File: src/rtl/trmt_fifo.sv
// Small synchronous queue with full/empty flags and a combinational head.
// Depends on nothing.
`default_nettype none
module trmt_fifo #(
    parameter int W     = 8,
    parameter int DEPTH = 4
) (
    input  wire logic         clk,
    input  wire logic         rst_n,
    input  wire logic         push,
    input  wire logic [W-1:0] din,
    output logic              full,
    input  wire logic         pop,
    output logic [W-1:0]      dout,
    output logic              empty
);
    localparam int PW = (DEPTH > 1) ? $clog2(DEPTH) : 1;
    localparam int CW = $clog2(DEPTH + 1);

    logic [W-1:0]  mem_reg [DEPTH];
    logic [PW-1:0] wr_ptr_reg, rd_ptr_reg;
    logic [CW-1:0] cnt_reg;
    logic          do_push, do_pop;

    assign full    = (cnt_reg == CW'(DEPTH));
    assign empty   = (cnt_reg == '0);
    assign do_push = push && !full;
    assign do_pop  = pop && !empty;
    assign dout    = mem_reg[rd_ptr_reg];

    always_ff @(posedge clk)
    begin
        if (do_push)
            mem_reg[wr_ptr_reg] <= din;
    end

    always_ff @(posedge clk or negedge rst_n)
    begin
        if (!rst_n)
        begin
            wr_ptr_reg <= '0;
            rd_ptr_reg <= '0;
            cnt_reg    <= '0;
        end
        else
        begin
            if (do_push)
                wr_ptr_reg <= (wr_ptr_reg == PW'(DEPTH - 1)) ? '0 : wr_ptr_reg + 1'b1;
            if (do_pop)
                rd_ptr_reg <= (rd_ptr_reg == PW'(DEPTH - 1)) ? '0 : rd_ptr_reg + 1'b1;
            if (do_push && !do_pop)
                cnt_reg <= cnt_reg + 1'b1;
            else if (do_pop && !do_push)
                cnt_reg <= cnt_reg - 1'b1;
        end
    end
endmodule
`default_nettype wire

File: config.mk
export PLATFORM = sky130hd
export DESIGN_NAME = trmt_fifo
export DESIGN_NICKNAME = d
export VERILOG_FILES = /design/src/rtl/trmt_fifo.sv
export SDC_FILE = /design/constraint.sdc
export NUM_CORES = 1
export LEC_CHECK = 0
export BUFFER_PORTS_ARGS = -buffer_cell sky130_fd_sc_hd__buf_2
export CORE_MARGIN = 5
export CORE_UTILIZATION = 55
export DETAILED_ROUTE_END_ITERATION = 6
export PLACE_DENSITY_LB_ADDON = 0.12
export SLEW_MARGIN = 20
export SYNTH_ARGS = -nofsm -noshare
export SYNTH_HDL_FRONTEND = slang
export SYNTH_SLANG_ARGS = --single-unit
File: constraint.sdc
create_clock -name clk -period 2.4 [get_ports clk]
set_input_delay 0.12 -clock clk [delete_from_list [all_inputs] [get_ports clk]]
set_output_delay 0.12 -clock clk [all_outputs]
set_load 0.01 [all_outputs]
==> results.yml <==
cells_and_area:
  number_of_flip_flops_in_the_largest_register: 32
  final_layout_size_suffix_gt1_share_pct: 43.0
  layout_area_overhead_pct: 18.5
  nNetsFinal: 132
  antenna-diode-count: 0
floorplanning:
  pin_count: 22
  fp-row-count: 19
  die_x_microns: 64.3
  die_y_microns: 64.3
  coreArea_sq_um: 2780
  initial_util_pct: 58.3
  die_area_sq_um: 4130
timing:
  fin_tns_setup_ns: 0
  report.final.slew_viol_count: 0
  slew_headroom_pct: 60.5
  final.period_utilization_pct: 84.6
  fin_hold_ws_ns: 0.139
  timing_worst_slew_pin_value_ns: 0.593
  achievable-frequency_ghz: 0.493
  hold_viol_final: 0
  final.min_clock_period_ns: 2.03
  setup_viol: 0
  fin_skew_ns: 0.00710
  setup_repair_after_global_routing_missed_its_margin: "no"
logic_synthesis:
  synth.yosys.warnings: 0
  synth_compound_area_share_pct: 0
  ys_top_cells_by_count: "edfxtp_1 (32), mux4_2 (8), dfrtp_1 (7)"
  synth_largest_area_cell: "edfxtp_1"
  yosys-mux-area-fraction_pct: 15.1
  xor_xnor_share_of_the_synthesized_area_pct: 1.62
  postSynthCellCount: 79
  synthesis.nets: 98
  synth_edf_count: 32
  yosysUniqueCellTypes: 19
  syn_area_cell_sq_um: 20.5
  synth_fa_ha_area_share_pct: 5.87
  yosys.area_share.simple_pct: 5.41
  async_reset_ff_share_pct: 17.9
  synthesis.area_sq_um: 1620
  synth_top_family_by_area: "multiplexers"
  ys_seq_elements: 39
  post-synth-top-count-cell: "edfxtp_1"
  synth_flop_cell: "edfxtp_1"
  synth-seq-area-share_pct: 70.1
  synth_top_area_share_pct: 59.3
  synth_area_leaders: "edfxtp_1 (59%), mux4_2 (11%), dfrtp_1 (11%)"
global_routing:
  all_layer_gr_usage_pct: 13.2
  first_global_vias: 817
  antenna_violations_before_repair: 0
  grt_start_max_net_pins: 13
  grt_pass1_wl_mm: 3.97
  grt.overflow.total: 0
place:
  dp_hpwl_mm: 1.65
  place_congestion: 0.617
  port_buffers: 21
drt:
  drt-wirelength-per-cell_microns: 16.8
  drtIter0Drc: 19
  via_count: 776
  routed_via_density: 5.35
  totalWireLength_mm: 2.44
  route.detailed.drc: 0
  dr.pass1.iters: 2
  final_antenna_net_count: 0
clocking:
  clock_latency_ns: 0.33
  cts_setup_buffers: 0
  clk_root_buffer_cell: "clkbuf_4"
  ctsHoldBuffers: 9
  ctsHtreeMaxLevel: 2
  cts_tree: "yes"
  clock_tree.buffer_depth: 2
  clock_slew_at_the_register_clock_pins_of_the_worst_setup_and_hold_paths_ns: 0.11
  cts_repair_resize_count: 0
  numCtsBuffers: 5
  clock-sinks: 39
pwr:
  leakage_nw: 0.739
  max-vdd-ir-drop_v: 0.000906
  cellPowerDensity_nw_per_um2: 1160
setup_path:
  worst_ep_arrival_time_ns: 2.30
  start_kind: "flop"
  setup.worst_path.end_class: "flop"
  path_max_fanout: 7
  timing_worst_setup_path_type: "reg2reg"
  cp_data_required_time_ns: 2.67
status:
  outcome: "completed"
run:
  max_cap_violations: 0
worst_hold_path:
  min_path_type: "in2async"
## final timing paths
kind | startpoint | end | slack, ns | depth (start not counted)
max | cnt_reg[2]$_DFFE_PN0P_ | cnt_reg[2]$_DFFE_PN0P_ | 0.37 | 8
min | rst_n | cnt_reg[1]$_DFFE_PN0P_ | 0.14 | 2
max reg2reg | cnt_reg[2]$_DFFE_PN0P_ | cnt_reg[2]$_DFFE_PN0P_ | 0.37 | 8
min reg2reg | cnt_reg[2]$_DFFE_PN0P_ | cnt_reg[2]$_DFFE_PN0P_ | 0.52 | 1
max in group asynchronous | rst_n | wr_ptr_reg[0]$_DFFE_PN0P_ | 2.10 | 2
min in group clk | pop | rd_ptr_reg[1]$_DFFE_PN0P_ | 0.14 | 3
## critical path, cell delays in order (launching register included)
cell and delay, ns:
dfrtp_1 0.43, nor3b_4 0.17, nor2b_2 0.29, ha_1 0.24, inv_1 0.06, fa_1 0.37
xor2_1 0.15, nor2_1 0.11, xor2_1 0.14
## layout by cell type (no fill, tap or decap), drive strengths merged
| cell | count |
|---|---|
| mux4 | 8 |
| buf | 21 |
| nor3 | 1 |
| dfrtp | 7 |
| nand2b | 1 |
| edfxtp | 32 |
| clkbuf | 6 |
| inv | 3 |
| clkinv | 1 |
| ha | 6 |
| nor2 | 3 |
| and2 | 4 |
| xor2 | 2 |
| fa | 1 |
| nor2b | 1 |
| nor3b | 1 |
| dlygate4sd3 | 9 |
| xnor2 | 1 |
| mux2 | 5 |
| bufinv | 1 |
## cell families after synthesis
family,after synthesis
XOR/XNOR,3
adder cells (fa/ha/maj),7
buffers and inverters,6
flip-flops,39
multiplexers,13
AND/OR/NAND/NOR,11
## through the flow
stage	cell area [sq um]	util [%]	worst slack, ns	instances	total power [W]
2_1_floorplan	1620	-	0.336	79	0.00159
3_3_place_gp	1740	62.7	0.409	128	0.00177
3_5_place_dp	1740	62.7	0.367	128	0.00180
4_1_cts	1920	69.1	0.345	145	0.00226
5_1_grt	1920	69.1	0.271	145	0.00237
6_report	1920	69.1	0.370	145	0.00222
## metal layers
layer	share of wire [%]	wire, microns	track usage (%)
met3	6.5	159	5.43
met1	41	993	14.6
met2	52	1270	22.4
met4	0.78	19	5.34
met5	0	0	0
## area by class of cell
cell class / count / area (sq um)
clock buffer: 6 / 51.3
clock inverter: 2 / 35.0
fill: 186 / 861
inverter: 3 / 11.3
multi-input combinational: 34 / 453
sequential: 39 / 1140
tap: 31 / 38.8
timing repair buffer: 30 / 195
## where the power goes
group / switching (W) / internal (W)
Clock: 0.000197 / 0.000246
Sequential: 0.000166 / 0.000915
Combinational: 0.000295 / 0.000402
No activity file was read; power rests on OpenSTA's default activity.
